`src/design/gda_pkg.sv`:
```
`timescale 1ns / 1ps
// ----------------------------------------------------------------------------
// Gregorian date arithmetic package
// Field widths, day-count constants, month table and sequencer states.
// ----------------------------------------------------------------------------
package gda_pkg;

    localparam int YEAR_MAX  = 9999;
    localparam int YEAR_BIAS = 400;

    localparam int ACT_W   = 2;
    localparam int YEAR_W  = 14;
    localparam int MONTH_W = 4;
    localparam int DAY_W   = 5;
    localparam int OFF_W   = 23;

    // Internal year is biased and shifted so that the year starts in March
    localparam int YEAR_IN_MAX = (1 << YEAR_W) - 1;
    localparam int YY_MAX = ((YEAR_MAX > YEAR_IN_MAX) ? YEAR_MAX : YEAR_IN_MAX) + YEAR_BIAS;
    localparam int YY_W   = $clog2(YY_MAX + 1);
    localparam int SER_W  = $clog2((YY_MAX + 1) * 366 + 1);
    localparam int CNT_W  = $clog2(YY_W);
    localparam int DOY_W  = 9;
    localparam int MP_W   = 4;
    localparam int MONTHS = 12;
    localparam int DAYS_YEAR = 365;

    // floor(x / 100) as (x * RECIP_K) >> RECIP_SH, exact over the year range
    localparam int RECIP_SH = 24;
    localparam int RECIP_K  = (1 << RECIP_SH) / 100 + 1;
    localparam int RK_W     = $clog2(RECIP_K + 1);

    // March-based month index of January and December
    localparam int MP_JAN = 10;
    localparam int MP_DEC = 9;

    localparam int DB_MAX = (1 << (OFF_W - 1)) - 1;
    localparam int DB_MIN = -(1 << (OFF_W - 1));

    typedef logic [ACT_W-1:0]   t_action;
    typedef logic [YEAR_W-1:0]  t_year;
    typedef logic [MONTH_W-1:0] t_month;
    typedef logic [DAY_W-1:0]   t_day;
    typedef logic [MP_W-1:0]    t_mp;
    typedef logic [DOY_W-1:0]   t_doy;
    typedef logic [YY_W-1:0]    t_yy;

    localparam t_action ACT_ADD  = 2'd0;
    localparam t_action ACT_DIFF = 2'd1;
    localparam t_action ACT_CMP  = 2'd2;

    typedef enum logic [3:0] {
        S_IDLE,
        S_A_MUL,
        S_A_ADD,
        S_B_MUL,
        S_B_ADD,
        S_CLAMP,
        S_SRCH_MUL,
        S_SRCH_ADD,
        S_FIN
    } t_state;

    // First day of each month counted from March 1
    function automatic t_doy f_mstart(input t_mp mp);
        t_doy v;
        case (mp)
            4'd0:    v = 9'd0;
            4'd1:    v = 9'd31;
            4'd2:    v = 9'd61;
            4'd3:    v = 9'd92;
            4'd4:    v = 9'd122;
            4'd5:    v = 9'd153;
            4'd6:    v = 9'd184;
            4'd7:    v = 9'd214;
            4'd8:    v = 9'd245;
            4'd9:    v = 9'd275;
            4'd10:   v = 9'd306;
            4'd11:   v = 9'd337;
            default: v = 9'd0;
        endcase
        return v;
    endfunction

    function automatic t_month f_mclamp(input t_month m);
        t_month v;
        if (m < 4'd1) begin
            v = 4'd1;
        end else if (m > 4'd12) begin
            v = 4'd12;
        end else begin
            v = m;
        end
        return v;
    endfunction

    function automatic t_mp f_mp(input t_month m);
        t_month mc;
        mc = f_mclamp(m);
        return (mc > 4'd2) ? t_mp'(mc - 4'd3) : t_mp'(mc + 4'd9);
    endfunction

    // January and February belong to the previous March-based year
    function automatic t_yy f_yy(input t_year y, input t_month m);
        t_month mc;
        mc = f_mclamp(m);
        return t_yy'(y) + t_yy'(YEAR_BIAS) - ((mc <= 4'd2) ? t_yy'(1) : t_yy'(0));
    endfunction

    localparam int LO_YY  = YEAR_BIAS;
    localparam int SER_LO = DAYS_YEAR * LO_YY + LO_YY / 4 - LO_YY / 100 + LO_YY / 400
                          + int'(f_mstart(t_mp'(MP_JAN)));
    localparam int HI_YY  = YEAR_MAX + YEAR_BIAS;
    localparam int SER_HI = DAYS_YEAR * HI_YY + HI_YY / 4 - HI_YY / 100 + HI_YY / 400
                          + int'(f_mstart(t_mp'(MP_DEC))) + 30;

endpackage

```
`src/design/gda_if.sv`:
```
`timescale 1ns / 1ps
// ----------------------------------------------------------------------------
// Gregorian date arithmetic channels
// Request and response channels with valid / ready handshake.
// ----------------------------------------------------------------------------
interface gda_req_if;
    import gda_pkg::*;

    logic                      valid;
    logic                      ready;
    t_action                   action;
    t_year                     year_a;
    t_month                    month_a;
    t_day                      day_a;
    t_year                     year_b;
    t_month                    month_b;
    t_day                      day_b;
    logic signed [OFF_W-1:0]   offset;

    modport source (
        output valid, action, year_a, month_a, day_a, year_b, month_b, day_b, offset,
        input  ready
    );
    modport sink (
        input  valid, action, year_a, month_a, day_a, year_b, month_b, day_b, offset,
        output ready
    );
endinterface

interface gda_rsp_if;
    import gda_pkg::*;

    logic                      valid;
    logic                      ready;
    t_year                     year_out;
    t_month                    month_out;
    t_day                      day_out;
    logic signed [OFF_W-1:0]   days_between;
    logic                      a_equal_b;
    logic                      a_greater_b;
    logic                      a_less_b;
    logic                      range_error;

    modport source (
        output valid, year_out, month_out, day_out, days_between,
               a_equal_b, a_greater_b, a_less_b, range_error,
        input  ready
    );
    modport sink (
        input  valid, year_out, month_out, day_out, days_between,
               a_equal_b, a_greater_b, a_less_b, range_error,
        output ready
    );
endinterface

```
`src/design/gda_days_unit.sv`:
```
`timescale 1ns / 1ps
// ----------------------------------------------------------------------------
// Gregorian date arithmetic day-count unit
// Days before March 1 of a biased year: 365y + y/4 - y/100 + y/400.
// Products are registered; the sum follows in the cycle after the year.
// ----------------------------------------------------------------------------
module gda_days_unit (
    input  logic                     i_clk,
    input  logic [gda_pkg::YY_W-1:0] i_yy,
    output logic [gda_pkg::SER_W:0]  o_days
);
    import gda_pkg::*;

    logic [YY_W+RK_W-1:0] n_prod;
    logic [SER_W:0]       r_y365;
    logic [YY_W-1:0]      r_q100;
    logic [YY_W-1:0]      r_q4;

    assign n_prod = (YY_W + RK_W)'(i_yy) * (YY_W + RK_W)'(RECIP_K);

    always_ff @(posedge i_clk) begin
        r_y365 <= (SER_W + 1)'(i_yy) * (SER_W + 1)'(DAYS_YEAR);
        r_q100 <= YY_W'(n_prod >> RECIP_SH);
        r_q4   <= i_yy >> 2;
    end

    assign o_days = r_y365 + (SER_W + 1)'(r_q4) - (SER_W + 1)'(r_q100)
                  + (SER_W + 1)'(r_q100 >> 2);

endmodule

```
`src/design/gregorian_date_arithmetic_unit.sv`:
```
`timescale 1ns / 1ps
// ----------------------------------------------------------------------------
// Gregorian date arithmetic unit
// Adds a day offset to a date, takes the day difference of two dates and
// compares them, with saturation and a range error flag.
// ----------------------------------------------------------------------------
// Usage:
//   i_req carries one request item: action, date A, date B and a signed
//   offset. o_rsp returns one result item per request.
//   Both dates are turned into day serials through one shared day-count
//   unit, the result serial is clamped, then the year is recovered by a
//   bit-by-bit search that runs the same unit once per year bit, for all
//   YY_W bits of the internal year (YY_W = 15 with the default year range).
//   One request is in work at a time: i_req.ready is high only in idle, so
//   a new request is taken only once the previous item has left the sequencer.
//   The result sits in an output register; a new request is taken while it
//   waits, and the finished item holds in the sequencer until the receiver
//   frees the output register.
//   Reset returns the sequencer to idle and drops any pending result.
// ----------------------------------------------------------------------------
module gregorian_date_arithmetic_unit (
    input  logic       i_clk,
    input  logic       i_rst_n,
    gda_req_if.sink    i_req,
    gda_rsp_if.source  o_rsp
);
    import gda_pkg::*;

    t_state                r_state, n_state;
    t_action               r_act, n_act;
    t_year                 r_ya, n_ya, r_yb, n_yb;
    t_month                r_ma, n_ma, r_mb, n_mb;
    t_day                  r_daya, n_daya, r_dayb, n_dayb;
    logic signed [OFF_W-1:0] r_off, n_off;
    logic [SER_W-1:0]      r_sa, n_sa, r_sb, n_sb;
    logic [SER_W-1:0]      r_z, n_z, r_dbk, n_dbk;
    t_yy                   r_yy, n_yy;
    logic [CNT_W-1:0]      r_cnt, n_cnt;
    logic                  r_rerr, n_rerr;
    logic signed [OFF_W-1:0] r_diff, n_diff;
    logic                  r_eq, n_eq, r_gt, n_gt, r_lt, n_lt;

    logic                  r_ovalid, n_ovalid;
    logic                  w_load;
    t_year                 r_o_year;
    t_month                r_o_month;
    t_day                  r_o_day;
    logic signed [OFF_W-1:0] r_o_diff;
    logic                  r_o_eq, r_o_gt, r_o_lt, r_o_rerr;

    t_yy                   w_unit_yy;
    t_yy                   w_trial;
    logic [SER_W:0]        w_days;
    logic [SER_W-1:0]      w_ser;
    logic signed [SER_W+1:0] w_res;
    logic signed [SER_W:0] w_dif;
    t_doy                  w_doy;
    t_mp                   w_mp;
    t_month                w_mon;
    t_day                  w_dom;
    t_year                 w_year;

    gda_days_unit u_days (
        .i_clk  (i_clk),
        .i_yy   (w_unit_yy),
        .o_days (w_days)
    );

    assign w_trial = r_yy | (t_yy'(1) << r_cnt);

    always_comb begin
        case (r_state)
            S_A_MUL: w_unit_yy = f_yy(r_ya, r_ma);
            S_B_MUL: w_unit_yy = f_yy(r_yb, r_mb);
            default: w_unit_yy = w_trial;
        endcase
    end

    // Serial of a date: days before its March-based year plus day of year
    always_comb begin
        if (r_state == S_A_ADD) begin
            w_ser = SER_W'(w_days + (SER_W + 1)'(f_mstart(f_mp(r_ma)))
                  + (SER_W + 1)'(r_daya) - (SER_W + 1)'(1));
        end else begin
            w_ser = SER_W'(w_days + (SER_W + 1)'(f_mstart(f_mp(r_mb)))
                  + (SER_W + 1)'(r_dayb) - (SER_W + 1)'(1));
        end
    end

    assign w_res = $signed({2'b00, r_sa})
                 + ((r_act == ACT_ADD) ? (SER_W + 2)'(r_off) : '0);
    assign w_dif = $signed({1'b0, r_sa}) - $signed({1'b0, r_sb});

    // Split the day of year into month and day
    assign w_doy = DOY_W'(r_z - r_dbk);

    always_comb begin
        w_mp = '0;
        for (int k = 0; k < MONTHS; k++) begin
            if (f_mstart(MP_W'(k)) <= w_doy) begin
                w_mp = MP_W'(k);
            end
        end
    end

    assign w_dom  = DAY_W'(w_doy - f_mstart(w_mp) + t_doy'(1));
    assign w_mon  = (w_mp < t_mp'(MP_JAN)) ? t_month'(w_mp + 4'd3) : t_month'(w_mp - 4'd9);
    assign w_year = YEAR_W'(r_yy + ((w_mon <= 4'd2) ? t_yy'(1) : t_yy'(0))
                  - t_yy'(YEAR_BIAS));

    assign w_load = (r_state == S_FIN) && (!r_ovalid || o_rsp.ready);

    always_comb begin
        n_state = r_state;
        n_act   = r_act;
        n_ya    = r_ya;
        n_ma    = r_ma;
        n_daya  = r_daya;
        n_yb    = r_yb;
        n_mb    = r_mb;
        n_dayb  = r_dayb;
        n_off   = r_off;
        n_sa    = r_sa;
        n_sb    = r_sb;
        n_z     = r_z;
        n_dbk   = r_dbk;
        n_yy    = r_yy;
        n_cnt   = r_cnt;
        n_rerr  = r_rerr;
        n_diff  = r_diff;
        n_eq    = r_eq;
        n_gt    = r_gt;
        n_lt    = r_lt;
        n_ovalid = (r_ovalid && !o_rsp.ready) || w_load;

        case (r_state)
            S_IDLE: begin
                if (i_req.valid) begin
                    n_act   = i_req.action;
                    n_ya    = i_req.year_a;
                    n_ma    = i_req.month_a;
                    n_daya  = i_req.day_a;
                    n_yb    = i_req.year_b;
                    n_mb    = i_req.month_b;
                    n_dayb  = i_req.day_b;
                    n_off   = i_req.offset;
                    n_state = S_A_MUL;
                end
            end
            S_A_MUL: n_state = S_A_ADD;
            S_A_ADD: begin
                n_sa    = w_ser;
                n_state = S_B_MUL;
            end
            S_B_MUL: n_state = S_B_ADD;
            S_B_ADD: begin
                n_sb    = w_ser;
                n_state = S_CLAMP;
            end
            S_CLAMP: begin
                n_rerr = 1'b0;
                if (w_res < SER_LO) begin
                    n_z    = SER_W'(SER_LO);
                    n_rerr = 1'b1;
                end else if (w_res > SER_HI) begin
                    n_z    = SER_W'(SER_HI);
                    n_rerr = 1'b1;
                end else begin
                    n_z = SER_W'(w_res);
                end
                n_diff = '0;
                if (r_act == ACT_DIFF) begin
                    if (w_dif > DB_MAX) begin
                        n_diff = OFF_W'(DB_MAX);
                    end else if (w_dif < DB_MIN) begin
                        n_diff = OFF_W'(DB_MIN);
                    end else begin
                        n_diff = OFF_W'(w_dif);
                    end
                end
                n_eq    = (r_sa == r_sb);
                n_gt    = (r_sa > r_sb);
                n_lt    = (r_sa < r_sb);
                n_yy    = '0;
                n_dbk   = '0;
                n_cnt   = CNT_W'(YY_W - 1);
                n_state = S_SRCH_MUL;
            end
            S_SRCH_MUL: n_state = S_SRCH_ADD;
            S_SRCH_ADD: begin
                // keep the bit when its year still starts on or before the target
                if (w_days <= (SER_W + 1)'(r_z)) begin
                    n_yy  = w_trial;
                    n_dbk = SER_W'(w_days);
                end
                if (r_cnt == '0) begin
                    n_state = S_FIN;
                end else begin
                    n_cnt   = r_cnt - CNT_W'(1);
                    n_state = S_SRCH_MUL;
                end
            end
            S_FIN: begin
                if (w_load) begin
                    n_state = S_IDLE;
                end
            end
            default: n_state = S_IDLE;
        endcase
    end

    always_ff @(posedge i_clk) begin
        if (!i_rst_n) begin
            r_state  <= S_IDLE;
            r_ovalid <= 1'b0;
        end else begin
            r_state  <= n_state;
            r_ovalid <= n_ovalid;
        end
    end

    always_ff @(posedge i_clk) begin
        r_act  <= n_act;
        r_ya   <= n_ya;
        r_ma   <= n_ma;
        r_daya <= n_daya;
        r_yb   <= n_yb;
        r_mb   <= n_mb;
        r_dayb <= n_dayb;
        r_off  <= n_off;
        r_sa   <= n_sa;
        r_sb   <= n_sb;
        r_z    <= n_z;
        r_dbk  <= n_dbk;
        r_yy   <= n_yy;
        r_cnt  <= n_cnt;
        r_rerr <= n_rerr;
        r_diff <= n_diff;
        r_eq   <= n_eq;
        r_gt   <= n_gt;
        r_lt   <= n_lt;
        if (w_load) begin
            r_o_year  <= w_year;
            r_o_month <= w_mon;
            r_o_day   <= w_dom;
            r_o_diff  <= r_diff;
            r_o_eq    <= r_eq;
            r_o_gt    <= r_gt;
            r_o_lt    <= r_lt;
            r_o_rerr  <= r_rerr;
        end
    end

    assign i_req.ready        = (r_state == S_IDLE);
    assign o_rsp.valid        = r_ovalid;
    assign o_rsp.year_out     = r_o_year;
    assign o_rsp.month_out    = r_o_month;
    assign o_rsp.day_out      = r_o_day;
    assign o_rsp.days_between = r_o_diff;
    assign o_rsp.a_equal_b    = r_o_eq;
    assign o_rsp.a_greater_b  = r_o_gt;
    assign o_rsp.a_less_b     = r_o_lt;
    assign o_rsp.range_error  = r_o_rerr;

    a_busy_after_accept: assert property (@(posedge i_clk) disable iff (!i_rst_n)
        (i_req.valid && i_req.ready) |=> !i_req.ready)
        else $error("request taken while an item is in work");

    a_one_relation: assert property (@(posedge i_clk) disable iff (!i_rst_n)
        o_rsp.valid |-> $onehot({o_rsp.a_equal_b, o_rsp.a_greater_b, o_rsp.a_less_b}))
        else $error("comparison flags not exactly one");

    a_date_legal: assert property (@(posedge i_clk) disable iff (!i_rst_n)
        o_rsp.valid |-> (o_rsp.month_out >= 4'd1) && (o_rsp.month_out <= 4'd12)
                     && (o_rsp.day_out != '0))
        else $error("result date outside calendar");

    a_load_on_free: assert property (@(posedge i_clk) disable iff (!i_rst_n)
        (r_state == S_FIN && r_ovalid && !o_rsp.ready) |=> (r_state == S_FIN))
        else $error("finished item dropped while output held");

endmodule
```
`src/flat_wrapper.sv`:
```
// flat-port wrapper written by rule: the top's interface ports become plain ports
module gregorian_date_arithmetic_unit_flat import gda_pkg::*;
  (i_clk, i_rst_n, i_req_valid, i_req_action, i_req_year_a, i_req_month_a, i_req_day_a, i_req_year_b, i_req_month_b, i_req_day_b, i_req_offset, i_req_ready, o_rsp_valid, o_rsp_year_out, o_rsp_month_out, o_rsp_day_out, o_rsp_days_between, o_rsp_a_equal_b, o_rsp_a_greater_b, o_rsp_a_less_b, o_rsp_range_error, o_rsp_ready);
  gda_req_if i_req_i ();
  gda_rsp_if o_rsp_i ();
  input  logic i_clk;
  input  logic i_rst_n;
  input wire logic [$bits(i_req_i.valid)-1:0] i_req_valid;
  input wire logic [$bits(i_req_i.action)-1:0] i_req_action;
  input wire logic [$bits(i_req_i.year_a)-1:0] i_req_year_a;
  input wire logic [$bits(i_req_i.month_a)-1:0] i_req_month_a;
  input wire logic [$bits(i_req_i.day_a)-1:0] i_req_day_a;
  input wire logic [$bits(i_req_i.year_b)-1:0] i_req_year_b;
  input wire logic [$bits(i_req_i.month_b)-1:0] i_req_month_b;
  input wire logic [$bits(i_req_i.day_b)-1:0] i_req_day_b;
  input wire logic [$bits(i_req_i.offset)-1:0] i_req_offset;
  output wire logic [$bits(i_req_i.ready)-1:0] i_req_ready;
  output wire logic [$bits(o_rsp_i.valid)-1:0] o_rsp_valid;
  output wire logic [$bits(o_rsp_i.year_out)-1:0] o_rsp_year_out;
  output wire logic [$bits(o_rsp_i.month_out)-1:0] o_rsp_month_out;
  output wire logic [$bits(o_rsp_i.day_out)-1:0] o_rsp_day_out;
  output wire logic [$bits(o_rsp_i.days_between)-1:0] o_rsp_days_between;
  output wire logic [$bits(o_rsp_i.a_equal_b)-1:0] o_rsp_a_equal_b;
  output wire logic [$bits(o_rsp_i.a_greater_b)-1:0] o_rsp_a_greater_b;
  output wire logic [$bits(o_rsp_i.a_less_b)-1:0] o_rsp_a_less_b;
  output wire logic [$bits(o_rsp_i.range_error)-1:0] o_rsp_range_error;
  input wire logic [$bits(o_rsp_i.ready)-1:0] o_rsp_ready;
  assign i_req_i.valid = i_req_valid;
  assign i_req_i.action = i_req_action;
  assign i_req_i.year_a = i_req_year_a;
  assign i_req_i.month_a = i_req_month_a;
  assign i_req_i.day_a = i_req_day_a;
  assign i_req_i.year_b = i_req_year_b;
  assign i_req_i.month_b = i_req_month_b;
  assign i_req_i.day_b = i_req_day_b;
  assign i_req_i.offset = i_req_offset;
  assign i_req_ready = i_req_i.ready;
  assign o_rsp_valid = o_rsp_i.valid;
  assign o_rsp_year_out = o_rsp_i.year_out;
  assign o_rsp_month_out = o_rsp_i.month_out;
  assign o_rsp_day_out = o_rsp_i.day_out;
  assign o_rsp_days_between = o_rsp_i.days_between;
  assign o_rsp_a_equal_b = o_rsp_i.a_equal_b;
  assign o_rsp_a_greater_b = o_rsp_i.a_greater_b;
  assign o_rsp_a_less_b = o_rsp_i.a_less_b;
  assign o_rsp_range_error = o_rsp_i.range_error;
  assign o_rsp_i.ready = o_rsp_ready;
  gregorian_date_arithmetic_unit u_core (.i_clk(i_clk), .i_rst_n(i_rst_n), .i_req(i_req_i), .o_rsp(o_rsp_i));
endmodule
```
`config.mk`:
```
export PLATFORM = sky130hd
export DESIGN_NAME = gregorian_date_arithmetic_unit_flat
export DESIGN_NICKNAME = d
export VERILOG_FILES = /design/src/design/gda_pkg.sv /design/src/design/gda_if.sv /design/src/design/gda_days_unit.sv /design/src/design/gregorian_date_arithmetic_unit.sv /design/src/flat_wrapper.sv
export SDC_FILE = /design/constraint.sdc
export NUM_CORES = 1
export LEC_CHECK = 0
export BUFFER_PORTS_ARGS = -buffer_cell sky130_fd_sc_hd__buf_4
export CAP_MARGIN = 20
export CORE_MARGIN = 5
export CORE_UTILIZATION = 35
export DETAILED_ROUTE_END_ITERATION = 8
export SLEW_MARGIN = 20
export SYNTH_ARGS = -nofsm -noshare
export SYNTH_HDL_FRONTEND = slang
export SYNTH_SLANG_ARGS = --single-unit
export TNS_END_PERCENT = 100
```
`constraint.sdc`:
```
create_clock -name i_clk -period 19.9 [get_ports i_clk]
set_clock_uncertainty 0.15 [all_clocks]
set_input_delay 2.985 -clock i_clk [delete_from_list [all_inputs] [get_ports i_clk]]
set_output_delay 2.985 -clock i_clk [all_outputs]
set_load 0.005 [all_outputs]
```
# == Yosys cells after proc, flatten, opt, wreduce, memory -nomap -nowiden ==
# Memory sizes are Yosys's and may differ from the RTL's.
# Index checks and enable logic that the tools add are counted.
# classes
eq_ne,14
addsub,27
n_lt_le_gt_ge,28
shift,1
muxes,44
n_reduce_logical,16
mul,2
bitwise,2
# ops
operator,n
2-to-1 mux 4 bit,19
one-hot mux 15 bit (2 select lines),2
adder 23 x 5 -> 23 bit,2
adder 23 x 9 -> 23 bit,2
2-to-1 mux 23 bit,2
subtractor 23 x 1 -> 23 bit (second input constant),2
2-to-1 mux 22 bit,2
<= comparator 8 x 9 -> 1 bit (first input constant),4
one-hot mux 4 bit (9 select lines),1
multiplier 15 x 18 -> 33 bit (second input constant),1
adder 14 x 9 -> 15 bit (second input constant),2
subtractor 15 bit,2
<= comparator 9 bit (first input constant),3
2-to-1 mux 9 bit,3
adder 23 x 25 -> 25 bit,1
greater-than comparator 25 x 23 -> 1 bit (second input constant),1
less-than comparator 25 x 19 -> 1 bit (second input constant),1
2-to-1 mux 25 bit,1
adder 24 x 13 -> 24 bit,1
adder 24 x 7 -> 24 bit,1
greater-than comparator 24 x 23 -> 1 bit (second input constant),1
<= comparator 24 x 23 -> 1 bit,1
less-than comparator 24 x 23 -> 1 bit (second input constant),1
multiplier 15 x 9 -> 24 bit (second input constant),1
other kinds (47),77
# totals
romBits,432
input_bits,75
out_inout_bits,52
word_cells,171
mem_count,3
regBits,296
# mem_list
memory,depth,word_bits,rd,rd_clocked_by_memory_dff,wr,line,source
(no name shown),16,9,1,0,0,gda_pkg.sv:67,case (mp)
(no name shown),16,9,1,0,0,gda_pkg.sv:67,
(no name shown),16,9,1,0,0,gda_pkg.sv:67,

# == Logic depth before layout (Yosys ltp) ==
# Gate-level depths: netlist of the first run.
# logic_depth
depth_word,19
ltp_mapped,37
depth_no_buf,36

# == By module ==
# A second synthesis of the first run with hierarchy kept.
# unflattened
hier_cells,2669
hier_area_um2,27048.4
# modules_own_cells
module,cells_each,area_per_inst_um2,instances,seq_area_each_um2
gregorian_date_arithmetic_unit,1675,17448.0,1,7457.2
gda_days_unit,994,9600.5,1,920.9

# == Worst setup path before layout of the first run ==
# OpenSTA, ideal clock, no wires.
# synth_path
kind,reg-to-reg
from,reg u_core.r_mb[3]
to,reg u_core.u_days.r_q100[8]
path_slack_ns,10.665
path_buffers,1
required_ns,19.678
setup_ns,0.072
t_arrival_ns,9.013
stages_incl_launch_ff,35
synth_period_minus_slack_ns,9.235
path_cell_list,edfxtp_1 > clkbuf_1 > a211oi_1 > ha_1 > inv_1 > ha_1 > a21o_1 > a21o_1 > a211oi_1 > o21bai_1 > a2111oi_0 > o21bai_1 > a21oi_1 > o21ai_0 > xnor2_1 > o221ai_1 > ha_1 > fa_1 > fa_1 > inv_1 > fa_1 > inv_1 > fa_1 > fa_1 > ha_1 > a21o_1 > a21o_1 > a21o_1 > a221oi_1 > nor3b_1 > a41o_1 > a41o_1 > o41a_1 > a21oi_1 > xnor2_1
# synth_between
elab_chain_cells,9
word_cells_on_any_way,10
cone_classes,add/sub (1); mul (1); order compare (3); mux (5)
# synth_rtl
item,line,source
"start, declared",gregorian_date_arithmetic_unit.sv:32,"t_month r_ma, n_ma, r_mb, n_mb;"
"start signal, assigned",gregorian_date_arithmetic_unit.sv:228,r_mb <= n_mb;
greater-than comparator 4 bit,gda_pkg.sv:89,end else if (m > 4'd12) begin
2-to-1 mux 4 bit,gda_pkg.sv:89,
2-to-1 mux 4 bit *,n/a,
2-to-1 mux 4 bit *,gregorian_date_arithmetic_unit.sv:72,case (r_state)
<= comparator 4 x 2 -> 1 bit *,gda_pkg.sv:107,return t_yy'(y) + t_yy'(YEAR_BIAS) - ((mc <= 4'd2) ? t_yy'(1) : t_yy'(0));
2-to-1 mux 1 bit *,gda_pkg.sv:107,
subtractor 15 bit *,gda_pkg.sv:107,
one-hot mux 15 bit (2 select lines) *,gregorian_date_arithmetic_unit.sv:72,
"via u_core.u_days.i_yy, one bit",gda_days_unit.sv:9,"input logic [gda_pkg::YY_W-1:0] i_yy,"
multiplier 15 x 18 -> 33 bit *,gda_days_unit.sv:19,assign n_prod = (YY_W + RK_W)'(i_yy) * (YY_W + RK_W)'(RECIP_K);
via u_core.u_days.n_prod[32],gda_days_unit.sv:14,logic [YY_W+RK_W-1:0] n_prod;
"end signal, assigned",gda_days_unit.sv:23,r_q100 <= YY_W'(n_prod >> RECIP_SH);
"end, declared",gda_days_unit.sv:16,logic [YY_W-1:0] r_q100;
# Mark *: on every way through the listed nets, which the timed path passes. The rest lies on a longest branch. The select of a mux whose other input is x is not followed.
# A chain may end at the register's enable or synchronous reset.

# == Final worst setup path of the first run ==
# layout_path
from,reg u_core.r_mb[0]
to,reg u_core.u_days.r_q100[8]
# Same word-level chain as after synthesis.

==> flow_summary.json, run 1 <==
{
  "postCtsHoldBufs": 0,
  "dp_hpwl_um": 48900,
  "cp_slowest_cell": "a211oi_1",
  "synth.avg_cell_area_um2": 10.3,
  "fp.dieArea_um2": 80400,
  "ctsHtreeMaxLevel": 2,
  "wl_per_cell_um": 16.2,
  "cts.sinks": 296,
  "ys_types": 92,
  "yosysTopAreaCell": "edfxtp_1",
  "outcome": "complete, no violations",
  "whs_path_depth": 0,
  "place.gp.congestion": 0.868,
  "yosysTopAreaCellShare_pct": 28.1,
  "worstPathRequired_ns": 20.21,
  "syn_area_um2": 26200,
  "die_y_um": 283,
  "clkLatencyLatePin_ns": 0.55,
  "rsz0062_at_grt": "false",
  "hp-start": "u_core.r_diff[11]$_SDFFCE_PP0P_",
  "layout-drive-gt1-share_pct": 8.75,
  "start_util_pct": 35.2,
  "ctsResizeCount": 0,
  "n_antenna_cell": 0,
  "vias_per_cell": 4.87,
  "gr-usage-all-layers_pct": 14.8,
  "reg2reg_from": "u_core.r_mb[0]$_DFFE_PP_",
  "route.detailed.drc": 0,
  "grt_max_degree": 51,
  "yosys-top-cells-area": "edfxtp_1, ha_1, fa_1",
  "timing.fmax_mhz": 96.2,
  "clk_pin_slew_ns": 0.06,
  "synth_cells": 2531,
  "grt_pass1_wl_um": 97200,
  "end_kind": "flop",
  "antenna_left": 0,
  "max_cap_viol_count": 0,
  "cts_buffers": 35,
  "cpPeakStageDelay_ns": 0.70,
  "drt-initial-drc-count": 1056,
  "cp-start-kind": "flop",
  "port_buffers": 126,
  "fp.dieW_um": 283,
  "reg2reg_to": "u_core.u_days.r_q100[8]$_DFF_P_",
  "async_flop_share_pct": 0,
  "cts_tree": "built",
  "synth-seq-cells": 296,
  "synthToLayoutAreaGrowth_pct": 12.4,
  "layout_commonest_cell": "inv_1",
  "fin_nets": 3340,
  "min_path_type": "reg -> reg",
  "setup_tns_ns": 0,
  "cts.path.max_buffers": 3,
  "crit_family": "compound AO/OA/AOI/OAI gates",
  "yosysSeqAreaShare_pct": 32.0,
  "r2r_setup_slack_ns": 9.51,
  "synth_fp_nets": 3195,
  "hold_viol": 0,
  "via_count": 17900,
  "critPathMostFrequentCell": "fa_1",
  "root_buffer": "clkbuf_16",
  "worst_pin_slew_ns": 0.867,
  "rows": 100,
  "routed_wl_um": 59400,
  "ys_warn_count": 0,
  "post_cts_buffers": 0,
  "overflow": 0,
  "num_io_pins": 127,
  "antenna_found_initial": 0,
  "slew_viol_final": 0,
  "setup_violations": 0,
  "core_area_um2": 74300,
  "reg2reg_depth": 34,
  "crit_type": "reg -> reg",
  "dr.pass1.iters": 5,
  "fin_crit_sh_pct": 52.2,
  "arrival_ns": 10.71,
  "grt_pass1_vias": 18600,
  "whs_endpoint": "u_core.o_rsp.days_between[11]$_DFFE_PP_",
  "synth-edff-count": 245,
  "layout_common_cells": "inv_1, ha_1, edfxtp_1, fa_1, buf_4",
  "worstPathMaxFanout": 9,
  "post-route-min-period_ns": 10.39,
  "crit_buf_inv": 3,
  "slew_headroom_pct": 41.4,
  "ys.flop_type": "edfxtp_1"
}
==> cell type report <==
| class | count | area [um2] |
|---|---|---|
| fillers | 7340 | 44900 |
| clock inverters | 20 | 204 |
| inverters | 456 | 1710 |
| well taps | 969 | 1210 |
| clock buffers | 39 | 891 |
| repair buffers | 142 | 1070 |
| flip-flops and latches | 296 | 8380 |
| multi-input cells | 1745 | 16000 |
==> routing by layer <==
| metal | GRT usage, % | wire length (um) |
|---|---|---|
| met5 | 0 | 0 |
| met4 | 3.80 | 1340 |
| met2 | 26.0 | 28800 |
| met1 | 19.2 | 26900 |
| met3 | 2.22 | 2410 |
==> worst max-delay path by stage <==
| stage | to | cells after the start | slack (ns) | start |
|---|---|---|---|---|
| 2_1_floorplan | u_core.u_days.r_q100[8]$_DFF_P_ | 34 | 10.66 | u_core.r_mb[3]$_DFFE_PP_ |
| 3_3_place_gp | u_core.u_days.r_q100[8]$_DFF_P_ | 34 | 9.73 | u_core.r_mb[3]$_DFFE_PP_ |
| 3_5_place_dp | u_core.u_days.r_q100[8]$_DFF_P_ | 34 | 9.60 | u_core.r_mb[3]$_DFFE_PP_ |
| 4_1_cts | u_core.u_days.r_q100[8]$_DFF_P_ | 34 | 9.56 | u_core.r_mb[0]$_DFFE_PP_ |
| 5_1_grt | u_core.u_days.r_q100[8]$_DFF_P_ | 34 | 9.02 | u_core.r_mb[0]$_DFFE_PP_ |
| 6_report | u_core.u_days.r_q100[8]$_DFF_P_ | 34 | 9.51 | u_core.r_mb[0]$_DFFE_PP_ |
==> registers in the layout (all words and copies together), names as in the netlist, 9 cells and up <==
name	cells
u_core.o_rsp.days_between	23
u_core.r_dbk	9
u_core.r_sa	23
u_core.r_yb	14
u_core.r_off	23
u_core.r_yy	15
u_core.u_days.r_q100	9
u_core.u_days.r_y365	24
u_core.o_rsp.year_out	14
u_core.r_diff	23
u_core.u_days.r_q4	13
u_core.r_ya	14
u_core.r_z	23
u_core.r_sb	23
==> synth_stat cells, types with 10 or more instances <==
| cell type | n |
|---|---|
| a211o_1 | 10 |
| a211oi_1 | 31 |
| a21o_1 | 51 |
| a21oi_1 | 126 |
| a221oi_1 | 13 |
| a31oi_1 | 19 |
| and2_1 | 33 |
| and3_1 | 12 |
| clkbuf_1 | 26 |
| dfxtp_1 | 51 |
| edfxtp_1 | 245 |
| fa_1 | 172 |
| ha_1 | 417 |
| inv_1 | 456 |
| nand2_1 | 125 |
| nand2b_1 | 31 |
| nand3_1 | 26 |
| nand4_1 | 11 |
| nor2_1 | 122 |
| nor2b_1 | 24 |
| nor3_1 | 32 |
| o21a_1 | 28 |
| o21ai_0 | 108 |
| o21bai_1 | 14 |
| or3_1 | 21 |
| xnor2_1 | 99 |
| xor2_1 | 62 |
==> per-stage QoR <==
step / utilization (%) / hold slack, ns / std cells / setup slack (ns) / instance area, um2
6_report: 39.6 / 0.266 / 3667 / 9.51 / 29400
5_1_grt: 39.6 / 0.278 / 3667 / 9.02 / 29400
4_1_cts: 39.6 / 0.268 / 3667 / 9.56 / 29400
3_5_place_dp: 38.1 / 0.255 / 3608 / 9.60 / 28300
3_3_place_gp: 38.1 / 0.252 / 3608 / 9.73 / 28300
2_1_floorplan: - / 0.250 / 2531 / 10.66 / 26200
==> logic make-up after synthesis <==
| family | count (synthesis) | share of synthesized area, % |
|---|---|---|
| buffers and inverters | 490 | 7.11 |
| flip-flops | 296 | 32.0 |
| AND/OR/NAND/NOR | 478 | 9.02 |
| AO/OA/AOI/OAI | 509 | 13.0 |
| adder cells (fa/ha/maj) | 590 | 33.1 |
| multiplexers | 5 | 0.196 |
| XOR/XNOR | 162 | 5.47 |
| other | 1 | 0.0143 |
Power of run 1 is not shown: default switching activity piles up to over one toggle a cycle in this logic, so the estimate is an artifact.
==> inputs of run 2 (changes only) <==
==> constraint.sdc (replaced) <==
create_clock -name i_clk -period 9.8 [get_ports i_clk]
set_clock_uncertainty 0.15 [all_clocks]
set_input_delay 1.47 -clock i_clk [delete_from_list [all_inputs] [get_ports i_clk]]
set_output_delay 1.47 -clock i_clk [all_outputs]
set_load 0.005 [all_outputs]
==> flow_summary.json, run 2 (synthesis results as in run 1) <==
{
  "clkLatencyLatePin_ns": 0.55,
  "antenna_found_initial": 0,
  "postCtsHoldBufs": 0,
  "antenna_left": 0,
  "fin_crit_sh_pct": 95.1,
  "die_y_um": 283,
  "fin_nets": 3365,
  "timing.fmax_mhz": 107,
  "slew_viol_final": 0,
  "place.gp.congestion": 0.872,
  "via_count": 18000,
  "cp-start-kind": "flop",
  "hold_viol": 0,
  "met1_usage_pct": 19.0,
  "reg2reg_from": "u_core.r_ma[0]$_DFFE_PP_",
  "reg2reg_depth": 36,
  "endpoint": "u_core.u_days.r_q100[8]$_DFF_P_",
  "cts.path.max_buffers": 3,
  "dr.pass1.iters": 4,
  "critPathMostFrequentCell": "fa_1",
  "start_util_pct": 35.2,
  "grt_max_degree": 51,
  "end_kind": "flop",
  "clk_pin_slew_ns": 0.06,
  "layout-drive-gt1-share_pct": 10.2,
  "r2r_setup_slack_ns": 0.48,
  "slew_headroom_pct": 38.6,
  "worst_pin_slew_ns": 0.920,
  "crit_path_start": "u_core.r_ma[0]$_DFFE_PP_",
  "wl_per_cell_um": 16.1,
  "fp.dieArea_um2": 80400,
  "rows": 100,
  "grtUsageMet3_pct": 2.25,
  "synthToLayoutAreaGrowth_pct": 13.6,
  "crit_type": "reg -> reg",
  "cts_tree": "built",
  "reg2reg_to": "u_core.u_days.r_q100[8]$_DFF_P_",
  "top_register": "u_core.u_days.r_y365",
  "cpPeakStageDelay_ns": 0.55,
  "crit_family": "adder cells",
  "largest_reg_flops": 24,
  "port_buffers": 126,
  "cts_buffers": 35,
  "cp_slowest_cell": "fa_1",
  "path_depth": 36,
  "num_io_pins": 127,
  "worstPathRequired_ns": 10.12,
  "routed_wl_um": 59500,
  "ctsHtreeMaxLevel": 2,
  "gr-usage-all-layers_pct": 14.7,
  "max_cap_viol_count": 0,
  "post-route-min-period_ns": 9.32,
  "vias_per_cell": 4.88,
  "fp.dieW_um": 283,
  "grt_use_met2_pct": 25.7,
  "grt_pass1_wl_um": 96100,
  "route.detailed.drc": 0,
  "crit_buf_inv": 6,
  "outcome": "complete, no violations",
  "setup_violations": 0,
  "layout_commonest_cell": "inv_1",
  "root_buffer": "clkbuf_16",
  "arrival_ns": 9.64,
  "drt-initial-drc-count": 855,
  "rsz0062_at_grt": "false",
  "dp_hpwl_um": 48600,
  "overflow": 0,
  "top_usage_layer": "met2",
  "grt_pass1_vias": 18300,
  "cts.sinks": 296,
  "worstPathMaxFanout": 6,
  "layout_common_cells": "inv_1, ha_1, edfxtp_1, fa_1, buf_4",
  "min_path_type": "reg -> reg",
  "core_area_um2": 74300,
  "setup_tns_ns": 0,
  "n_antenna_cell": 0
}
run 2: worst min-delay path by stage:
| stage | start | endpoint | slack (ns) | cells after the start |
|---|---|---|---|---|
| after floorplan | u_core.r_eq$_DFFE_PP_ | u_core.o_rsp.a_equal_b$_DFFE_PP_ | 0.25 | 0 |
| after CTS | u_core.r_diff[8]$_SDFFCE_PP0P_ | u_core.o_rsp.days_between[8]$_DFFE_PP_ | 0.27 | 0 |
| after global placement | u_core.r_diff[18]$_SDFFCE_PP0P_ | u_core.o_rsp.days_between[18]$_DFFE_PP_ | 0.25 | 0 |
| after detailed placement | u_core.r_diff[21]$_SDFFCE_PP0P_ | u_core.o_rsp.days_between[21]$_DFFE_PP_ | 0.25 | 0 |
| after global routing | u_core.r_diff[21]$_SDFFCE_PP0P_ | u_core.o_rsp.days_between[21]$_DFFE_PP_ | 0.27 | 0 |
| final | u_core.r_diff[2]$_SDFFCE_PP0P_ | u_core.o_rsp.days_between[2]$_DFFE_PP_ | 0.27 | 0 |
run 2: final cells by class:
cell class                 count  area, um2
fill                        7381      44600
multi-input combinational   1745      16000
sequential                   296       8380
inverter                     456       1710
timing repair buffer         167       1250
tap                          969       1210
clock buffer                  44       1000
clock inverter                18        155
run 2: layer usage:
layer | part of all wire [%] | wire (um)
met1 | 45 | 26900
met2 | 48 | 28700
met3 | 3.9 | 2310
met4 | 2.6 | 1540
met5 | 0 | 0
run 2: worst reg2reg max path: cells and delay by family, from the launching register on:
kind                       cells  cell delay [ns]
AOI/OAI and AO/OA             14             3.47
xor gates and xnor gates       2             0.26
adders and majority gates     10             3.97
buffers and inverters          6             0.41
DFF                            1             0.40
and+or+nand+nor                4             0.58
run 2: timing repair:
item | in CTS | in global routing
setup buffers | 0 | 5
endpoints found under the setup margin | 0 | 4
gates resized for setup | 0 | 15
run 2: metrics by stage:
step	std cells	area (um2)	setup slack (ns)	util [%]	hold slack, ns
5_1_grt	3695	29700	0.0273	40.0	0.274
3_3_place_gp	3628	28500	0.217	38.3	0.252
6_report	3695	29700	0.478	40.0	0.266
3_5_place_dp	3628	28500	0.0554	38.3	0.255
4_1_cts	3690	29600	0.0280	39.9	0.267
2_1_floorplan	2531	26200	0.565	-	0.250
Power of run 2 is left out for the same reason.
==> inputs of run 3 (changes only) <==
--- a/config.mk
+++ b/config.mk
@@ -5,6 +5,7 @@
 export SDC_FILE = /design/constraint.sdc
 export NUM_CORES = 1
 export LEC_CHECK = 0
+export ABC_AREA = 1
 export BUFFER_PORTS_ARGS = -buffer_cell sky130_fd_sc_hd__buf_4
 export CAP_MARGIN = 20
 export CORE_MARGIN = 5
==> flow_summary.json, run 3 <==
{
  "rows": 102,
  "reg2reg_from": "u_core.r_ma[2]$_DFFE_PP_",
  "synth-seq-cells": 296,
  "layout-drive-gt1-share_pct": 8.34,
  "core_area_um2": 77700,
  "largest_reg_flops": 24,
  "yosysTopAreaCell": "edfxtp_1",
  "post-route-min-period_ns": 8.49,
  "via_count": 20200,
  "cpPeakStageDelay_ns": 0.77,
  "ys_types": 68,
  "clkLatencyLatePin_ns": 0.59,
  "synthToLayoutAreaGrowth_pct": 13.3,
  "fp.dieArea_um2": 84400,
  "layout_commonest_cell": "inv_1",
  "end_kind": "flop",
  "overflow": 0,
  "ctsHtreeMaxLevel": 2,
  "die_y_um": 291,
  "cts.path.max_buffers": 3,
  "crit_type": "reg -> reg",
  "cts_tree": "built",
  "ys.flop_type": "edfxtp_1",
  "min_path_type": "reg -> reg",
  "ys_warn_count": 0,
  "dr.pass1.iters": 5,
  "wl_per_cell_um": 15.3,
  "top_register": "u_core.u_days.r_y365",
  "yosysTopAreaCellShare_pct": 26.7,
  "fp.dieW_um": 291,
  "async_flop_share_pct": 0,
  "worstPathMaxFanout": 10,
  "worstPathRequired_ns": 10.11,
  "critPathMostFrequentCell": "nand2_1",
  "endpoint": "u_core.u_days.r_q100[6]$_DFF_P_",
  "vias_per_cell": 4.66,
  "grt_pass1_vias": 20600,
  "dp_hpwl_um": 54900,
  "max_cap_viol_count": 0,
  "rsz0062_at_grt": "false",
  "drt-initial-drc-count": 823,
  "clk_pin_slew_ns": 0.06,
  "fin_crit_sh_pct": 86.6,
  "reg2reg_to": "u_core.u_days.r_q100[6]$_DFF_P_",
  "synth_cells": 3105,
  "outcome": "complete, no violations",
  "ys_top_cells_by_count": "inv_1, nand2_1, ha_1, edfxtp_1, nor2_1",
  "hold_viol": 0,
  "cp_slowest_cell": "fa_1",
  "arrival_ns": 8.80,
  "cts.sinks": 296,
  "worst_pin_slew_ns": 0.988,
  "crit_buf_inv": 7,
  "routed_wl_um": 66300,
  "layout_common_cells": "inv_1, nand2_1, ha_1, edfxtp_1, nor2_1",
  "synth_fp_nets": 3769,
  "setup_violations": 0,
  "ctsResizeCount": 0,
  "yosys-top-cells-area": "edfxtp_1, ha_1, fa_1",
  "gr-usage-all-layers_pct": 15.6,
  "synth.most_common_cell": "inv_1",
  "fillerInstances": 7792,
  "syn_area_um2": 27500,
  "yosysSeqAreaShare_pct": 30.4,
  "antenna_found_initial": 0,
  "setup_tns_ns": 0,
  "start_util_pct": 35.4,
  "crit_family": "adder cells",
  "slew_headroom_pct": 34.0,
  "route.detailed.drc": 0,
  "slew_viol_final": 0,
  "postCtsHoldBufs": 0,
  "grt_max_degree": 52,
  "synth-edff-count": 245,
  "cp-start-kind": "flop",
  "root_buffer": "clkbuf_16",
  "num_io_pins": 127,
  "reg2reg_depth": 42,
  "place.gp.congestion": 0.896,
  "timing.fmax_mhz": 118,
  "n_antenna_cell": 0,
  "cts_buffers": 41,
  "post_cts_buffers": 0,
  "grt_pass1_wl_um": 107000,
  "r2r_setup_slack_ns": 1.31,
  "fin_nets": 3929,
  "antenna_left": 0,
  "path_depth": 42,
  "crit_path_start": "u_core.r_ma[2]$_DFFE_PP_",
  "synth.avg_cell_area_um2": 8.87,
  "port_buffers": 126
}
[run 3: cell count changes in the layout (fill, tap and decap cells not counted), moves of 20 or more]
cell and delta:
xor2_1 +20, and2_1 -31, nor2b_1 -23, a21oi_1 +62, inv_1 +220, a21o_1 -36
nand2b_1 -31, xnor2_1 -56, nor2_1 +86, nand3_1 +106, nand2_1 +364, buf_4 -28
[run 3: kinds of logic (layout without fill, tap and decap cells)]
family | after synthesis | count (layout) | synth area share [%]
other | 1 | 1 | 0.0136
buffers and inverters | 700 | 891 | 9.69
AOI/OAI and AO/OA | 442 | 442 | 9.59
adders and majority gates | 589 | 589 | 31.4
DFF | 296 | 296 | 30.4
and+or+nand+nor | 945 | 945 | 14.5
muxes | 3 | 3 | 0.109
xor gates and xnor gates | 129 | 129 | 4.21
[run 3: area by class of cell]
type                       count  area [um2]  area share (%)
clock buffer                  48        1100            3.52
tap                         1040        1300            4.17
multi-input combinational   2109       16500            53.0
clock inverter                26         315            1.01
timing repair buffer         139        1040            3.34
sequential                   296        8380            26.8
inverter                     678        2540            8.16
[run 3: metrics by stage]
stage / instance area (um2) / cells / util, % / hold WS (ns) / setup slack [ns]
after floorplan: 27500 / 3105 / - / 0.250 / 2.17
after global placement: 29800 / 4262 / 38.3 / 0.252 / 1.42
after detailed placement: 29800 / 4262 / 38.3 / 0.255 / 1.32
after CTS: 31200 / 4336 / 40.1 / 0.270 / 1.29
after global routing: 31200 / 4336 / 40.1 / 0.274 / 0.585
final: 31200 / 4336 / 40.1 / 0.265 / 1.31
[run 3: per-layer routing]
layer  routed length (um)  up-vias  global-route usage [%]
li1                     -    10400                       -
met3                 2490       86                    2.21
met2                31800      309                    27.0
met4                 1990        0                    4.64
met5                    0        -                       0
met1                30100     9398                    20.3
[run 3: how the worst min path moves through the flow]
stage                     cells past startpoint                                      end                             from
after global placement                        0  u_core.o_rsp.days_between[22]$_DFFE_PP_  u_core.r_diff[22]$_SDFFCE_PP0P_
after detailed placement                      0  u_core.o_rsp.days_between[18]$_DFFE_PP_  u_core.r_diff[18]$_SDFFCE_PP0P_
final                                         0   u_core.o_rsp.days_between[2]$_DFFE_PP_   u_core.r_diff[2]$_SDFFCE_PP0P_
after global routing                          0   u_core.o_rsp.days_between[2]$_DFFE_PP_   u_core.r_diff[2]$_SDFFCE_PP0P_
after CTS                                     0  u_core.o_rsp.days_between[19]$_DFFE_PP_  u_core.r_diff[19]$_SDFFCE_PP0P_
after floorplan                               0         u_core.o_rsp.a_equal_b$_DFFE_PP_            u_core.r_eq$_DFFE_PP_
Power of run 3 is left out for the same reason.
